==> config.mk <==
export PLATFORM = sky130hd
export DESIGN_NAME = looper_beat_bar_tracker
export DESIGN_NICKNAME = d
export VERILOG_FILES = /design/src/sv/lbbt_pkg.sv /design/src/sv/lbbt_csr.sv /design/src/sv/lbbt_alu.sv /design/src/sv/lbbt_ctrl.sv /design/src/sv/looper_beat_bar_tracker.sv
export SDC_FILE = /design/constraint.sdc
export NUM_CORES = 1
export LEC_CHECK = 0
export BUFFER_PORTS_ARGS = -buffer_cell sky130_fd_sc_hd__buf_2
export CAP_MARGIN = 20
export CORE_ASPECT_RATIO = 1.75
export CORE_UTILIZATION = 40
export CTS_BUF_LIST = sky130_fd_sc_hd__clkbuf_4 sky130_fd_sc_hd__clkbuf_8
export DETAILED_ROUTE_END_ITERATION = 10
export GPL_ROUTABILITY_DRIVEN = 0
export GPL_TIMING_DRIVEN = 0
export SLEW_MARGIN = 20
export SYNTH_ARGS = -nofsm -noshare
export SYNTH_HDL_FRONTEND = slang
export SYNTH_SLANG_ARGS = --single-unit
==> constraint.sdc <==
create_clock -name clock -period 11.2 [get_ports clock]
set_input_delay 1.12 -clock clock [delete_from_list [all_inputs] [get_ports clock]]
set_output_delay 1.12 -clock clock [all_outputs]
set_load 0.005 [all_outputs]
==> src/sv/lbbt_pkg.sv <==
`timescale 1ns / 1ps
// ----------------------------------------------------------------------------
// lbbt_pkg: shared types and constants of the beat and bar tracker
// Item layouts, configuration view, the shared shift-add unit's control
// groups and the sequencer's state encoding.
// ----------------------------------------------------------------------------
package lbbt_pkg;

   localparam int CNT_W      = 5;   // beat, bar and limit counters
   localparam int TEMPO_W    = 9;
   localparam int ELAPSED_W  = 16;
   localparam int FRAC_W     = 16;
   localparam int ACTION_W   = 3;
   localparam int OPB_W      = 10;  // multiplier / dividend width of the unit
   localparam int ACC_W      = FRAC_W + OPB_W;  // product width
   localparam int ALU_STEPS  = OPB_W;
   localparam int STEP_W     = $clog2(ALU_STEPS);
   localparam int HALF_BEAT_MS = 60000;

   localparam int CSR_ADDR_W = 4;
   localparam int CSR_DATA_W = 32;

   localparam int DEF_MAX_BEATS_PER_BAR = 16;
   localparam int DEF_MAX_LOOP_BARS     = 16;

   typedef enum logic [ACTION_W-1:0] {
      ACT_TICK    = 3'd0,
      ACT_START   = 3'd1,
      ACT_STOP    = 3'd2,
      ACT_RESET   = 3'd3,
      ACT_SET_POS = 3'd4
   } action_type;

   typedef enum logic {
      ALU_MUL = 1'b0,
      ALU_DIV = 1'b1
   } alu_op_type;

   typedef struct packed {
      logic       start;
      alu_op_type op;
   } alu_cmd_type;

   typedef struct packed {
      logic busy;
      logic done;
   } alu_sts_type;

   typedef struct packed {
      logic [TEMPO_W-1:0] tempo_bpm;
      logic [CNT_W-1:0]   loop_bars;
      logic [CNT_W-1:0]   beats_per_bar;
   } cfg_type;

   typedef struct packed {
      logic [ACTION_W-1:0] action;
      logic [FRAC_W-1:0]   position_frac;
   } req_type;

   typedef struct packed {
      logic [CNT_W-1:0] beat_number;
      logic [CNT_W-1:0] bar_number;
      logic             beat_phase;
      logic             is_running;
      logic             beat_advanced;
   } rsp_type;

   typedef enum logic [2:0] {
      ST_IDLE,
      ST_TICK_MUL,
      ST_BEAT_DIV,
      ST_BAR_DIV,
      ST_POS_MUL1,
      ST_POS_MUL2,
      ST_POS_DIV,
      ST_DONE
   } state_type;

endpackage

==> src/sv/lbbt_csr.sv <==
`timescale 1ns / 1ps
// ----------------------------------------------------------------------------
// lbbt_csr: configuration registers
// Tempo, loop length and bar length behind a simple APB-style port.
// ----------------------------------------------------------------------------
module lbbt_csr (
   input  logic                               clock,
   input  logic                               reset,
   input  logic                               psel,
   input  logic                               penable,
   input  logic                               pwrite,
   input  logic [lbbt_pkg::CSR_ADDR_W-1:0]    paddr,
   input  logic [lbbt_pkg::CSR_DATA_W-1:0]    pwdata,
   output logic [lbbt_pkg::CSR_DATA_W-1:0]    prdata,
   output logic                               pready,
   output lbbt_pkg::cfg_type                  cfg
);

   localparam logic [1:0] REG_TEMPO = 2'd0;
   localparam logic [1:0] REG_BARS  = 2'd1;
   localparam logic [1:0] REG_BEATS = 2'd2;

   logic [lbbt_pkg::TEMPO_W-1:0] tempo_ff, tempo_in;
   logic [lbbt_pkg::CNT_W-1:0]   bars_ff, bars_in;
   logic [lbbt_pkg::CNT_W-1:0]   beats_ff, beats_in;
   logic                         wr_en;
   logic [1:0]                   reg_idx;

   assign pready  = 1'b1;
   assign wr_en   = psel && penable && pwrite && pready;
   assign reg_idx = paddr[3:2];

   always_comb begin
      tempo_in = tempo_ff;
      bars_in  = bars_ff;
      beats_in = beats_ff;
      if (wr_en) begin
         unique case (reg_idx)
            REG_TEMPO: tempo_in = pwdata[lbbt_pkg::TEMPO_W-1:0];
            REG_BARS:  bars_in  = pwdata[lbbt_pkg::CNT_W-1:0];
            REG_BEATS: beats_in = pwdata[lbbt_pkg::CNT_W-1:0];
            default:   ;
         endcase
      end
   end

   always_comb begin
      prdata = '0;
      unique case (reg_idx)
         REG_TEMPO: prdata = lbbt_pkg::CSR_DATA_W'(tempo_ff);
         REG_BARS:  prdata = lbbt_pkg::CSR_DATA_W'(bars_ff);
         REG_BEATS: prdata = lbbt_pkg::CSR_DATA_W'(beats_ff);
         default:   prdata = '0;
      endcase
   end

   always_ff @(posedge clock) begin
      if (reset) begin
         tempo_ff <= lbbt_pkg::TEMPO_W'(120);
         bars_ff  <= lbbt_pkg::CNT_W'(4);
         beats_ff <= lbbt_pkg::CNT_W'(4);
      end else begin
         tempo_ff <= tempo_in;
         bars_ff  <= bars_in;
         beats_ff <= beats_in;
      end
   end

   assign cfg.tempo_bpm     = tempo_ff;
   assign cfg.loop_bars     = bars_ff;
   assign cfg.beats_per_bar = beats_ff;

endmodule

==> src/sv/lbbt_alu.sv <==
`timescale 1ns / 1ps
// ----------------------------------------------------------------------------
// lbbt_alu: shared shift-add multiplier and restoring divider
// One adder, one step per cycle. MUL: opa times opb. DIV: opb divided by
// opa, quotient in quo and remainder in acc.
// ----------------------------------------------------------------------------
module lbbt_alu (
   input  logic                           clock,
   input  logic                           reset,
   input  lbbt_pkg::alu_cmd_type          cmd,
   input  logic [lbbt_pkg::ACC_W-1:0]     opa,
   input  logic [lbbt_pkg::OPB_W-1:0]     opb,
   output lbbt_pkg::alu_sts_type          sts,
   output logic [lbbt_pkg::ACC_W-1:0]     acc,
   output logic [lbbt_pkg::OPB_W-1:0]     quo
);

   localparam int AW = lbbt_pkg::ACC_W;
   localparam int BW = lbbt_pkg::OPB_W;
   localparam logic [lbbt_pkg::STEP_W-1:0] LAST_STEP =
      lbbt_pkg::STEP_W'(lbbt_pkg::ALU_STEPS - 1);

   lbbt_pkg::alu_op_type op_ff, op_in;
   logic                 busy_ff, busy_in;
   logic                 done_ff, done_in;
   logic [lbbt_pkg::STEP_W-1:0] cnt_ff, cnt_in;
   logic [AW-1:0]        acc_ff, acc_in;
   logic [AW-1:0]        mc_ff, mc_in;   // multiplicand, or divisor
   logic [BW-1:0]        mp_ff, mp_in;   // multiplier, or dividend / quotient

   logic [AW-1:0]        partial;
   logic [AW-1:0]        add_b;
   logic [AW:0]          sum;
   logic                 is_div;

   assign is_div  = (op_ff == lbbt_pkg::ALU_DIV);
   assign partial = is_div ? {acc_ff[AW-2:0], mp_ff[BW-1]} : acc_ff;
   assign add_b   = is_div ? ~mc_ff : (mp_ff[0] ? mc_ff : '0);
   // carry out on a divide step means the trial subtraction did not borrow
   assign sum     = {1'b0, partial} + {1'b0, add_b} + (AW+1)'(is_div);

   always_comb begin
      op_in   = op_ff;
      busy_in = busy_ff;
      done_in = 1'b0;
      cnt_in  = cnt_ff;
      acc_in  = acc_ff;
      mc_in   = mc_ff;
      mp_in   = mp_ff;
      if (cmd.start) begin
         op_in   = cmd.op;
         busy_in = 1'b1;
         cnt_in  = '0;
         acc_in  = '0;
         mc_in   = opa;
         mp_in   = opb;
      end else if (busy_ff) begin
         cnt_in = cnt_ff + 1'b1;
         if (cnt_ff == LAST_STEP) begin
            busy_in = 1'b0;
            done_in = 1'b1;
         end
         if (is_div) begin
            acc_in = sum[AW] ? sum[AW-1:0] : partial;
            mp_in  = {mp_ff[BW-2:0], sum[AW]};
         end else begin
            acc_in = sum[AW-1:0];
            mc_in  = {mc_ff[AW-2:0], 1'b0};
            mp_in  = {1'b0, mp_ff[BW-1:1]};
         end
      end
   end

   always_ff @(posedge clock) begin
      if (reset) begin
         op_ff   <= lbbt_pkg::ALU_MUL;
         busy_ff <= 1'b0;
         done_ff <= 1'b0;
         cnt_ff  <= '0;
      end else begin
         op_ff   <= op_in;
         busy_ff <= busy_in;
         done_ff <= done_in;
         cnt_ff  <= cnt_in;
      end
      acc_ff <= acc_in;
      mc_ff  <= mc_in;
      mp_ff  <= mp_in;
   end

   assign sts.busy = busy_ff;
   assign sts.done = done_ff;
   assign acc      = acc_ff;
   assign quo      = mp_ff;

endmodule

==> src/sv/lbbt_ctrl.sv <==
`timescale 1ns / 1ps
// ----------------------------------------------------------------------------
// lbbt_ctrl: sequencer and tracker state
// Decodes one item, drives the shared unit step by step and updates the
// elapsed count, phase, beat, bar and pending flags.
// ----------------------------------------------------------------------------
module lbbt_ctrl #(
   parameter int MAX_BEATS_PER_BAR = lbbt_pkg::DEF_MAX_BEATS_PER_BAR,
   parameter int MAX_LOOP_BARS     = lbbt_pkg::DEF_MAX_LOOP_BARS
) (
   input  logic                           clock,
   input  logic                           reset,
   input  lbbt_pkg::cfg_type              cfg,
   input  logic                           req_valid,
   input  lbbt_pkg::req_type              req_data,
   output logic                           req_stall,
   input  logic                           out_free,
   output logic                           res_load,
   output lbbt_pkg::rsp_type              res_data,
   output lbbt_pkg::alu_cmd_type          alu_cmd,
   output logic [lbbt_pkg::ACC_W-1:0]     alu_opa,
   output logic [lbbt_pkg::OPB_W-1:0]     alu_opb,
   input  lbbt_pkg::alu_sts_type          alu_sts,
   input  logic [lbbt_pkg::ACC_W-1:0]     alu_acc,
   input  logic [lbbt_pkg::OPB_W-1:0]     alu_quo
);

   localparam int CW = lbbt_pkg::CNT_W;
   localparam int CNT_MAX = (1 << CW) - 1;
   localparam logic [CW-1:0] BEATS_TOP =
      (MAX_BEATS_PER_BAR > CNT_MAX) ? CW'(CNT_MAX) : CW'(MAX_BEATS_PER_BAR);
   localparam logic [CW-1:0] BARS_TOP =
      (MAX_LOOP_BARS > CNT_MAX) ? CW'(CNT_MAX) : CW'(MAX_LOOP_BARS);
   localparam logic [CW-1:0] ONE = CW'(1);
   localparam logic [lbbt_pkg::ELAPSED_W-1:0] ELAPSED_MAX = '1;

   lbbt_pkg::state_type state_ff, state_in;
   logic [lbbt_pkg::ELAPSED_W-1:0] elapsed_ff, elapsed_in;
   logic [CW-1:0]  beat_ff, beat_in;
   logic [CW-1:0]  bar_ff, bar_in;
   logic           phase_ff, phase_in;
   logic           pending_ff, pending_in;
   logic           running_ff, running_in;
   logic           advanced_ff, advanced_in;
   logic [lbbt_pkg::FRAC_W-1:0] frac_ff, frac_in;

   logic [CW-1:0]  beats_use;
   logic [CW-1:0]  bars_use;
   logic [lbbt_pkg::ELAPSED_W-1:0] elapsed_sat;
   logic           half_pass;
   logic           beat_step;
   logic [CW-1:0]  rem_plus1;
   logic [CW-1:0]  quo_plus1;

   assign beats_use = (cfg.beats_per_bar == '0) ? ONE :
                      (cfg.beats_per_bar > BEATS_TOP) ? BEATS_TOP : cfg.beats_per_bar;
   assign bars_use  = (cfg.loop_bars == '0) ? ONE :
                      (cfg.loop_bars > BARS_TOP) ? BARS_TOP : cfg.loop_bars;

   assign elapsed_sat = (elapsed_ff == ELAPSED_MAX) ? elapsed_ff : elapsed_ff + 1'b1;
   assign half_pass   = (alu_acc >= lbbt_pkg::ACC_W'(lbbt_pkg::HALF_BEAT_MS));
   // phase toggles to the beat half while counting
   assign beat_step   = half_pass && running_ff && !phase_ff;
   assign rem_plus1   = alu_acc[CW-1:0] + 1'b1;
   assign quo_plus1   = alu_quo[CW-1:0] + 1'b1;

   // next state
   always_comb begin
      state_in = state_ff;
      unique case (state_ff)
         lbbt_pkg::ST_IDLE: begin
            if (req_valid) begin
               unique case (lbbt_pkg::action_type'(req_data.action))
                  lbbt_pkg::ACT_TICK:    state_in = lbbt_pkg::ST_TICK_MUL;
                  lbbt_pkg::ACT_SET_POS: state_in = lbbt_pkg::ST_POS_MUL1;
                  default:               state_in = lbbt_pkg::ST_DONE;
               endcase
            end
         end
         lbbt_pkg::ST_TICK_MUL: begin
            if (alu_sts.done) begin
               state_in = beat_step ? lbbt_pkg::ST_BEAT_DIV : lbbt_pkg::ST_DONE;
            end
         end
         lbbt_pkg::ST_BEAT_DIV: begin
            if (alu_sts.done) begin
               state_in = pending_ff ? lbbt_pkg::ST_BAR_DIV : lbbt_pkg::ST_DONE;
            end
         end
         lbbt_pkg::ST_BAR_DIV: begin
            if (alu_sts.done) state_in = lbbt_pkg::ST_DONE;
         end
         lbbt_pkg::ST_POS_MUL1: begin
            if (alu_sts.done) state_in = lbbt_pkg::ST_POS_MUL2;
         end
         lbbt_pkg::ST_POS_MUL2: begin
            if (alu_sts.done) state_in = lbbt_pkg::ST_POS_DIV;
         end
         lbbt_pkg::ST_POS_DIV: begin
            if (alu_sts.done) state_in = lbbt_pkg::ST_DONE;
         end
         lbbt_pkg::ST_DONE: begin
            if (out_free) state_in = lbbt_pkg::ST_IDLE;
         end
         default: state_in = lbbt_pkg::ST_IDLE;
      endcase
   end

   // outputs: unit commands and handshake
   always_comb begin
      alu_cmd.start = 1'b0;
      alu_cmd.op    = lbbt_pkg::ALU_MUL;
      alu_opa       = '0;
      alu_opb       = '0;
      req_stall     = 1'b1;
      res_load      = 1'b0;
      unique case (state_ff)
         lbbt_pkg::ST_IDLE: begin
            req_stall = 1'b0;
            if (req_valid) begin
               unique case (lbbt_pkg::action_type'(req_data.action))
                  lbbt_pkg::ACT_TICK: begin
                     alu_cmd.start = 1'b1;
                     alu_opa = lbbt_pkg::ACC_W'(elapsed_sat);
                     alu_opb = lbbt_pkg::OPB_W'({cfg.tempo_bpm, 1'b0});
                  end
                  lbbt_pkg::ACT_SET_POS: begin
                     alu_cmd.start = 1'b1;
                     alu_opa = lbbt_pkg::ACC_W'(beats_use);
                     alu_opb = lbbt_pkg::OPB_W'(bars_use);
                  end
                  default: ;
               endcase
            end
         end
         lbbt_pkg::ST_TICK_MUL: begin
            if (alu_sts.done && beat_step) begin
               alu_cmd.start = 1'b1;
               alu_cmd.op    = lbbt_pkg::ALU_DIV;
               alu_opa = lbbt_pkg::ACC_W'(beats_use);
               alu_opb = lbbt_pkg::OPB_W'(beat_ff);
            end
         end
         lbbt_pkg::ST_BEAT_DIV: begin
            if (alu_sts.done && pending_ff) begin
               alu_cmd.start = 1'b1;
               alu_cmd.op    = lbbt_pkg::ALU_DIV;
               alu_opa = lbbt_pkg::ACC_W'(bars_use);
               alu_opb = lbbt_pkg::OPB_W'(bar_ff);
            end
         end
         lbbt_pkg::ST_POS_MUL1: begin
            if (alu_sts.done) begin
               alu_cmd.start = 1'b1;
               alu_opa = lbbt_pkg::ACC_W'(frac_ff);
               alu_opb = alu_acc[lbbt_pkg::OPB_W-1:0];
            end
         end
         lbbt_pkg::ST_POS_MUL2: begin
            if (alu_sts.done) begin
               alu_cmd.start = 1'b1;
               alu_cmd.op    = lbbt_pkg::ALU_DIV;
               alu_opa = lbbt_pkg::ACC_W'(beats_use);
               alu_opb = alu_acc[lbbt_pkg::ACC_W-1 -: lbbt_pkg::OPB_W];
            end
         end
         lbbt_pkg::ST_DONE: res_load = out_free;
         default: ;
      endcase
   end

   // tracker state
   always_comb begin
      elapsed_in  = elapsed_ff;
      beat_in     = beat_ff;
      bar_in      = bar_ff;
      phase_in    = phase_ff;
      pending_in  = pending_ff;
      running_in  = running_ff;
      advanced_in = advanced_ff;
      frac_in     = frac_ff;
      unique case (state_ff)
         lbbt_pkg::ST_IDLE: begin
            if (req_valid) begin
               advanced_in = 1'b0;
               unique case (lbbt_pkg::action_type'(req_data.action))
                  lbbt_pkg::ACT_TICK: elapsed_in = elapsed_sat;
                  lbbt_pkg::ACT_START: begin
                     running_in = 1'b1;
                     elapsed_in = '0;
                  end
                  lbbt_pkg::ACT_STOP: running_in = 1'b0;
                  lbbt_pkg::ACT_RESET: begin
                     beat_in    = ONE;
                     bar_in     = ONE;
                     pending_in = 1'b0;
                     elapsed_in = '0;
                  end
                  lbbt_pkg::ACT_SET_POS: begin
                     running_in = 1'b0;
                     frac_in    = req_data.position_frac;
                  end
                  default: ;
               endcase
            end
         end
         lbbt_pkg::ST_TICK_MUL: begin
            if (alu_sts.done && half_pass) begin
               elapsed_in  = '0;
               phase_in    = !phase_ff;
               advanced_in = beat_step;
            end
         end
         lbbt_pkg::ST_BEAT_DIV: begin
            if (alu_sts.done) begin
               beat_in    = rem_plus1;
               pending_in = (rem_plus1 == beats_use);
            end
         end
         lbbt_pkg::ST_BAR_DIV: begin
            if (alu_sts.done) bar_in = rem_plus1;
         end
         lbbt_pkg::ST_POS_DIV: begin
            if (alu_sts.done) begin
               bar_in  = quo_plus1;
               beat_in = rem_plus1;
            end
         end
         default: ;
      endcase
   end

   always_ff @(posedge clock) begin
      if (reset) begin
         state_ff    <= lbbt_pkg::ST_IDLE;
         elapsed_ff  <= '0;
         beat_ff     <= ONE;
         bar_ff      <= ONE;
         phase_ff    <= 1'b1;
         pending_ff  <= 1'b0;
         running_ff  <= 1'b0;
         advanced_ff <= 1'b0;
      end else begin
         state_ff    <= state_in;
         elapsed_ff  <= elapsed_in;
         beat_ff     <= beat_in;
         bar_ff      <= bar_in;
         phase_ff    <= phase_in;
         pending_ff  <= pending_in;
         running_ff  <= running_in;
         advanced_ff <= advanced_in;
      end
      frac_ff <= frac_in;
   end

   assign res_data.beat_number   = beat_ff;
   assign res_data.bar_number    = bar_ff;
   assign res_data.beat_phase    = phase_ff;
   assign res_data.is_running    = running_ff;
   assign res_data.beat_advanced = advanced_ff;

endmodule

==> src/sv/looper_beat_bar_tracker.sv <==
`timescale 1ns / 1ps
// ----------------------------------------------------------------------------
// looper_beat_bar_tracker: beat and bar counter for a loop recorder
// Counts half-beats from millisecond tick items and reports beat, bar and
// phase after every item.
// ----------------------------------------------------------------------------
// One item is taken at a time and every item gives exactly one result. The
// time per item is set by one shared shift-add / shift-subtract unit: each
// multiply or divide runs 10 steps, and the sequencer reads each result and
// starts the next operation when the unit reports done. After the last
// operation the sequencer passes through a done state, which hands the result
// to the output register, and then back to idle. A plain tick runs one
// multiply, a tick that advances the beat adds one divide, and one that also
// advances the bar a second divide; a set-position item runs two multiplies
// and one divide. Start, stop, reset and unknown action codes use the unit not
// at all. The done state waits as long as a result still held in the output
// register stays stalled on rsp_. The output register lets the next item
// start while a result is still stalled on rsp_.
// Configuration writes belong to idle periods only.
// ----------------------------------------------------------------------------
module looper_beat_bar_tracker #(
   parameter int MAX_BEATS_PER_BAR = lbbt_pkg::DEF_MAX_BEATS_PER_BAR,
   parameter int MAX_LOOP_BARS     = lbbt_pkg::DEF_MAX_LOOP_BARS
) (
   input  logic                             clock,
   input  logic                             reset,
   // item input
   input  logic                             req_valid,
   output logic                             req_stall,
   input  lbbt_pkg::req_type                req_data,
   // result output
   output logic                             rsp_valid,
   input  logic                             rsp_stall,
   output lbbt_pkg::rsp_type                rsp_data,
   // configuration
   input  logic                             psel,
   input  logic                             penable,
   input  logic                             pwrite,
   input  logic [lbbt_pkg::CSR_ADDR_W-1:0]  paddr,
   input  logic [lbbt_pkg::CSR_DATA_W-1:0]  pwdata,
   output logic [lbbt_pkg::CSR_DATA_W-1:0]  prdata,
   output logic                             pready
);

   lbbt_pkg::cfg_type      cfg;
   lbbt_pkg::alu_cmd_type  alu_cmd;
   lbbt_pkg::alu_sts_type  alu_sts;
   logic [lbbt_pkg::ACC_W-1:0] alu_opa;
   logic [lbbt_pkg::OPB_W-1:0] alu_opb;
   logic [lbbt_pkg::ACC_W-1:0] alu_acc;
   logic [lbbt_pkg::OPB_W-1:0] alu_quo;

   logic              res_load;
   lbbt_pkg::rsp_type res_data;
   logic              out_free;

   logic              rsp_valid_ff, rsp_valid_in;
   lbbt_pkg::rsp_type rsp_data_ff, rsp_data_in;

   lbbt_csr u_csr (
      .clock   (clock),
      .reset   (reset),
      .psel    (psel),
      .penable (penable),
      .pwrite  (pwrite),
      .paddr   (paddr),
      .pwdata  (pwdata),
      .prdata  (prdata),
      .pready  (pready),
      .cfg     (cfg)
   );

   lbbt_ctrl #(
      .MAX_BEATS_PER_BAR (MAX_BEATS_PER_BAR),
      .MAX_LOOP_BARS     (MAX_LOOP_BARS)
   ) u_ctrl (
      .clock     (clock),
      .reset     (reset),
      .cfg       (cfg),
      .req_valid (req_valid),
      .req_data  (req_data),
      .req_stall (req_stall),
      .out_free  (out_free),
      .res_load  (res_load),
      .res_data  (res_data),
      .alu_cmd   (alu_cmd),
      .alu_opa   (alu_opa),
      .alu_opb   (alu_opb),
      .alu_sts   (alu_sts),
      .alu_acc   (alu_acc),
      .alu_quo   (alu_quo)
   );

   lbbt_alu u_alu (
      .clock (clock),
      .reset (reset),
      .cmd   (alu_cmd),
      .opa   (alu_opa),
      .opb   (alu_opb),
      .sts   (alu_sts),
      .acc   (alu_acc),
      .quo   (alu_quo)
   );

   // Output register: free when empty or being taken this cycle.
   assign out_free = !rsp_valid_ff || !rsp_stall;

   always_comb begin
      rsp_data_in = rsp_data_ff;
      if (res_load) begin
         rsp_valid_in = 1'b1;
         rsp_data_in  = res_data;
      end else if (rsp_valid_ff && rsp_stall) begin
         // hold the stalled item
         rsp_valid_in = 1'b1;
      end else begin
         rsp_valid_in = 1'b0;
      end
   end

   always_ff @(posedge clock) begin
      if (reset) begin
         rsp_valid_ff <= 1'b0;
      end else begin
         rsp_valid_ff <= rsp_valid_in;
      end
      rsp_data_ff <= rsp_data_in;
   end

   assign rsp_valid = rsp_valid_ff;
   assign rsp_data  = rsp_data_ff;

   // An accepted item keeps the input closed on the next cycle.
   a_accept_closes_input: assert property (@(posedge clock) disable iff (reset)
      (req_valid && !req_stall) |=> req_stall)
      else $error("input open right after an accepted item");

   // The shared unit only runs while an item is in progress.
   a_unit_busy_blocks_input: assert property (@(posedge clock) disable iff (reset)
      alu_sts.busy |-> req_stall)
      else $error("input open while the shared unit is busy");

   // Beat and bar count from one.
   a_counts_from_one: assert property (@(posedge clock) disable iff (reset)
      rsp_valid |-> (rsp_data.beat_number != '0 && rsp_data.bar_number != '0))
      else $error("beat or bar reported as zero");

   // A beat advances only on the beat half while running.
   a_advance_on_beat_half: assert property (@(posedge clock) disable iff (reset)
      (rsp_valid && rsp_data.beat_advanced) |->
         (rsp_data.beat_phase && rsp_data.is_running))
      else $error("beat advanced off the beat half or while stopped");

endmodule

======== Yosys cells after proc, flatten, opt, wreduce, memory -nomap -nowiden ========
Index checks and enable logic that the tools add are counted.
word-level totals
  register bits ........................... 151
  input port bits ......................... 62
  output and inout port bits .............. 48
  logic and storage cells ................. 185
cells by class
  $add $sub $neg .......................... 6
  magnitude comparators ................... 3
  equality and inequality tests ........... 30
  mux-type cells .......................... 76
  bitwise logic cells ..................... 2
  reductions and logical operators ........ 43
operators with widths
  operator               count
  $mux 26                9
  $pmux 26 s5            1
  $pmux 16 s2            3
  $mux 5                 13
  $mux 16                4
  $mux 10                6
  $pmux 10 s5            1
  $add 26x26->27         1
  $add 27x1->27          1
  $mux 3                 9
  $pmux 9 s3             1
  $ge 26x16->1 const B   1
  $not 26->26            1
  $pmux 3 s7             1
  $ne 2x1->1 const B     10
  $pmux 10 s2            1
  $add 16x1->16 const B  1
  $eq 16x16->1 const B   1
  $mux 1                 16
  $eq 3x3->1 const B     5
  $pmux 5 s3             1
  $eq 3x2->1 const B     4
  $reduce_and 4->1       3
  $reduce_or 2->1        6
  30 further kinds       60

======== Logic depth before layout (Yosys ltp) ========
  depth after elaboration ................. 8
  depth in mapped cells ................... 17
  gate-level depth less buffers ........... 13

======== Modules after synthesis ========
A second synthesis with hierarchy kept.
unflattened totals
  cells, all modules ...................... 1,121
  area, all modules ....................... 10,123.5 um2
modules (own cells, without submodules)
  module                   instances  cells an instance  area each (um2)  seq. area each (um2)
  lbbt_alu                 1          554                4,993.5          1,741.7
  lbbt_ctrl                1          426                3,578.4          1,141.1
  lbbt_csr                 1          124                1,128.6          380.4
  looper_beat_bar_tracker  1          17                 422.9            410.4

======== Least setup slack after synthesis ========
Ideal clock, no wire load.
  path type ............................... register -> register
  start ................................... reg u_alu.op_ff, in the netlist u_alu.is_div
  end ..................................... reg u_alu.acc_ff[25], in the netlist u_alu.acc[25]
  setup time .............................. 0.116 ns
  arrival time ............................ 3.702 ns
  required time ........................... 11.084 ns
  slack ................................... 7.382 ns
  stages on the path, launching flop included .. 13
  buffers on the path ..................... 3
  period minus slack after synthesis ...... 3.818 ns
  cell sequence ........................... dfxtp_1 -> clkbuf_1 -> clkbuf_1 -> buf_1 -> mux2_2 -> ha_1 -> a2111oi_1 -> a211o_2 -> nand4b_4 -> a311oi_4 -> mux2i_1 -> o221ai_2 -> o211a_1
between the ends
  cells in the longest elaborated chain, start to end .. 5
  elaborated cells between the ends (all ways) .. 6
  classes of those cells .................. add/sub: 2; mux: 4
RTL lines
  item                               RTL line                        RTL
  from (decl)                        lbbt_alu.sv:23                  lbbt_pkg::alu_op_type op_ff, op_in;
  from (signal assigned)             lbbt_alu.sv:76                  op_ff <= lbbt_pkg::ALU_MUL;
  from (signal assigned)             lbbt_alu.sv:81                  op_ff <= op_in;
  $mux 26, on equally long branches  lbbt_alu.sv:37, lbbt_alu.sv:38
  $add 26x26->27                     lbbt_alu.sv:40                  assign sum = {1'b0, partial} + {1'b0, add_b} + (AW+1)'(is_div);
  $add 27x1->27                      lbbt_alu.sv:40
  $mux 26                            lbbt_alu.sv:64                  acc_in = sum[AW] ? sum[AW-1:0] : partial;
  $mux 26 (*)                        lbbt_alu.sv:63                  if (is_div) begin
  to (signal assigned)               lbbt_alu.sv:86                  acc_ff <= acc_in;
  to (decl)                          lbbt_alu.sv:27                  logic [AW-1:0] acc_ff, acc_in;
Every way passes the cells marked *; elsewhere a longest branch is shown, timed or not.
A chain may end at the register's enable or synchronous reset.

======== Worst setup path in the final report ========
  start ................................... reg u_alu.op_ff, in the netlist u_alu.is_div
  end ..................................... reg u_alu.acc_ff[23], in the netlist u_alu.acc[23]
Same word-level chain as after synthesis.

==> run summary <==
* run status: finished, final reports clean
* worst vdd ir: 0.0001170 V
* wire length per cell after detailed routing: 20.03 um
* maximum number of pins on one net before global-route repair: 17
* Worst Skew: 0.01585 ns
* Total Die Area: 24,220 um^2
* highest metal used: met4
* WS Path Type: reg -> reg
* Avg Inst Size Synth: 8.907 um^2
* placed insts: 1,445
* Data arrival, critical path: 5.53 ns
* part of the cycle the worst path needs: 0.4553
* Cell Chain, Critical Path: clkbuf_1 -> clkbuf_1 -> buf_1 -> mux2_2 -> ha_1 -> a2111oi_1 -> a211o_2 -> nand4b_4 -> o21ai_0 -> mux2i_1 -> o21ai_0 -> a21oi_1
* power after layout: 0.002177 W
* time the final worst path needs with I/O delays and setup: 5.100 ns
* diode insertion count for antenna repair: 0
* root buffer cell: sky130_fd_sc_hd__clkbuf_8
* critical register-to-register path endpoint: u_alu.acc[23]$_SDFFE_PP0P_
* mux contribution to synthesized area: 0.06791
* starting density of the core: 0.4059
* Synth cell types: 78
* Pwr per Cell Area: 203.2 nW/um^2
* residual overflow from global routing: 0
* adder-cell share of the synthesized area: 0.04536
* Area growth, synth to finish: 13.54%
* wire length on met1: 10,500 um
* number of instances resized during post-cts repair: 0
* hold wc startpoint: u_ctrl.advanced_ff$_SDFFE_PP0P_
* met3 routed WL: 1306 um
* Die W: 118.1 um
* global-route wire length before repair: 45,660 um
* Post-Synth XOR/XNOR Area: 0.04085
* post-synthesis simple-gate area fraction: 0.1905
* count of yosys warnings during synthesis: 0
* clock-pin slew reported for the worst setup and hold paths after clock tree synthesis: 0.08 ns
* count of final hold-check violations: 0
* final design utilization: 0.4609
* core outline area: 23,240 um^2
* compound-cell area share of the yosys netlist: 0.2130
* share of final-layout standard cells stronger than drive strength 1: 0.1552
* number of buffers created by CTS: 17
* relative slew slack: 0.2016
* antenna violations before repair: 0
* number of DRC violations after detailed routing: 0
* number of standard cells in the layout, taps in and fillers out: 1,477
* number of global-route vias before repair: 8,326
* number of synthesized flops with an enable pin: 65
* clock latency on the worst-skew pair: 0.50 ns
* vias post-DR: 8,476
* number of instances on the worst hold path: 0
* MaxCap Viol Count: 0
* unrepaired setup endpoints after global routing: no
* Tightest Hold Check Type: reg -> reg
* required time at the endpoint of the critical path: 11.63 ns
* hpwl dp: 23,000 um
* largest family of logic cells by synthesized area: compound AO/OA/AOI/OAI gates
* register-to-register path setup slack: 6.10 ns
* Critical Path Source Type: flip-flop
* height of the die: 205.1 um
* setup-violating endpoint count in the final report: 0
* # H-tree levels: 4
* end of the worst hold path: rsp_data[0]$_DFFE_PP_
* kind of end point of the critical path: flip-flop
* cell count of the worst reg-to-reg path: 12
* Max clock buf depth: 2
* final antenna-violating net count: 0
* Crit Path Max Fanout: 10
* Post-CTS Setup Inserts: 0
* Post-layout nets: 1,255
* maximum clock frequency: 196.1 MHz
* crit path setup slack, layout: 6.100 ns
* flop and latch count out of synthesis: 151
* TritonCTS clock tree: built
* Tot GR Track Use: 0.2500
* area of the mapped netlist: 9433 um^2
* violation count after the first detailed-routing iteration: 589
* # IOs: 110
* Sink Count: 151
* Largest stage delay, worst path: 0.64 ns
* Site Rows: 74
* number of buffers inserted for hold repair after clock tree synthesis: 0
* Pins Over Slew Limit: 0
* drt first pass iters: 9
* final sum of negative setup slack: 0 ns
* Met2 Wirelength: 15,800 um
* final wirelength: 29,590 um
* commonest register cell after synthesis: sky130_fd_sc_hd__dfxtp_1
* IO buf count: 59
* dominant delay contributor by cell family on the critical path: compound AO/OA/AOI/OAI gates
* worst slack at placement: 6.273 ns
* proportion of synthesized flip-flops having asynchronous set or reset: 0
* proportion of synthesized chip area in sequential cells: 0.3894
* Cells after Synth: 1,059
* Static Leak: 4.137 nW
* pin slew with the least headroom to its limit: 1.195 ns
* crit path buf inv count: 3
* routed vias/inst: 5.739
* beginning of the worst register-to-register path: u_alu.is_div$_SDFFE_PP0P_
* master of the slowest instance on the critical path: sky130_fd_sc_hd__a2111oi_1
==> routing by layer <==
layer / vias to the layer above / GRT usage
li1: 4044 / -
met1: 4032 / 0.2415
met2: 294 / 0.4761
met3: 106 / 0.04621
met4: 0 / 0.1699
met5: - / 0
==> placed cells by master (no fill, tap or decap), drive strengths merged, types with 7 or more instances in the layout <==
cell type and count:
nand2 116, o21ai 105, buf 100, a21oi 97
dfxtp 86, nor2 71, clkbuf 66, edfxtp 65
mux2i 37, nand3 32, ha 31, xnor2 29
mux2 24, conb 24, nor3 20, and2 19
nand2b 18, xor2 15, nor2b 15, inv 14
a21o 13, a31oi 12, and3 12, a211oi 12
a221o 11, nand3b 10, or3 8, nand4 8
a2111oi 7
==> worst max path at each step <==
stage / start / end / slack [ns] / cells past startpoint
floorplan: u_alu.is_div$_SDFFE_PP0P_ / u_alu.acc[25]$_SDFFE_PP0P_ / 7.38 / 12
global placement: req_valid / u_alu.mc_ff[12]$_DFFE_PP_ / 5.86 / 8
detailed placement: u_alu.is_div$_SDFFE_PP0P_ / u_alu.acc[23]$_SDFFE_PP0P_ / 6.27 / 12
CTS: u_alu.is_div$_SDFFE_PP0P_ / u_alu.acc[23]$_SDFFE_PP0P_ / 6.24 / 12
global route: u_alu.is_div$_SDFFE_PP0P_ / u_alu.acc[0]$_SDFFE_PP0P_ / 5.83 / 13
finish: u_alu.is_div$_SDFFE_PP0P_ / u_alu.acc[23]$_SDFFE_PP0P_ / 6.10 / 12
==> flip-flops by register name (all words and copies together) (netlist names), 3 cells and up <==
name               flops
u_ctrl.state_ff        3
rsp_data              13
u_alu.quo             10
u_csr.beats_ff         5
u_alu.cnt_ff           4
u_ctrl.elapsed_ff     16
u_ctrl.frac_ff        16
u_ctrl.bar_ff          5
u_csr.tempo_ff         9
u_alu.mc_ff           26
u_ctrl.beat_ff         5
u_alu.acc             26
u_csr.bars_ff          5
==> synth_stat cells (8+ instances only) <==
| cell | number | share of area |
|---|---|---|
| sky130_fd_sc_hd__mux2_2 | 24 | 0.029 |
| sky130_fd_sc_hd__xor2_1 | 15 | 0.014 |
| sky130_fd_sc_hd__and3_1 | 10 | 0.0066 |
| sky130_fd_sc_hd__nor2b_1 | 14 | 0.0093 |
| sky130_fd_sc_hd__a221o_1 | 11 | 0.012 |
| sky130_fd_sc_hd__nor3_1 | 18 | 0.0096 |
| sky130_fd_sc_hd__edfxtp_1 | 65 | 0.21 |
| sky130_fd_sc_hd__buf_4 | 24 | 0.019 |
| sky130_fd_sc_hd__a31oi_1 | 12 | 0.0080 |
| sky130_fd_sc_hd__nand2_1 | 114 | 0.045 |
| sky130_fd_sc_hd__nand3b_1 | 10 | 0.0080 |
| sky130_fd_sc_hd__dfxtp_1 | 86 | 0.18 |
| sky130_fd_sc_hd__nand2b_1 | 18 | 0.012 |
| sky130_fd_sc_hd__and2_1 | 19 | 0.013 |
| sky130_fd_sc_hd__mux2i_1 | 37 | 0.039 |
| sky130_fd_sc_hd__ha_1 | 31 | 0.041 |
| sky130_fd_sc_hd__o21ai_0 | 97 | 0.051 |
| sky130_fd_sc_hd__xnor2_1 | 29 | 0.027 |
| sky130_fd_sc_hd__a21o_1 | 13 | 0.010 |
| sky130_fd_sc_hd__or3_1 | 8 | 0.0053 |
| sky130_fd_sc_hd__nor2_1 | 71 | 0.028 |
| sky130_fd_sc_hd__a21oi_1 | 96 | 0.051 |
| sky130_fd_sc_hd__clkbuf_1 | 44 | 0.018 |
| sky130_fd_sc_hd__inv_1 | 14 | 0.0056 |
| sky130_fd_sc_hd__buf_2 | 12 | 0.0064 |
| sky130_fd_sc_hd__nand3_1 | 32 | 0.017 |
| sky130_fd_sc_hd__a211oi_1 | 10 | 0.0080 |
==> report_power, final <==
group | internal (W) | switching, W | total, W
Clock | 0.000299 | 0.000217 | 0.000515
Combinational | 0.000365 | 0.000532 | 0.000897
Sequential | 0.000669 | 0.0000954 | 0.000764
==> cell type report <==
class                   count  area, um^2
fillers                  2338       12530
multi-input cells         831        5366
flip-flops and latches    151        3674
plain buffers              84       435.4
well taps                 304       380.4
repair buffers             60       322.8
clock buffers              22       271.5
clock inverters            10       203.9
inverters                  15       56.30
==> logic make-up after synthesis <==
| family | Yosys count |
|---|---|
| fa+ha+maj | 33 |
| flops | 151 |
| xor+xnor | 44 |
| other cells | 2 |
| simple gates | 353 |
| compound gates | 316 |
| mux | 61 |
| buf+inv | 99 |
==> per-stage QoR <==
stage	cell area, um^2	hold slack [ns]
2_1_floorplan	9515	0.4080
3_3_place_gp	10190	0.4364
3_5_place_dp	10230	0.4397
4_1_cts	10710	0.4601
5_1_grt	10710	0.4614
6_report	10710	0.4613
Note: power is estimated with default switching activity, not from simulation.
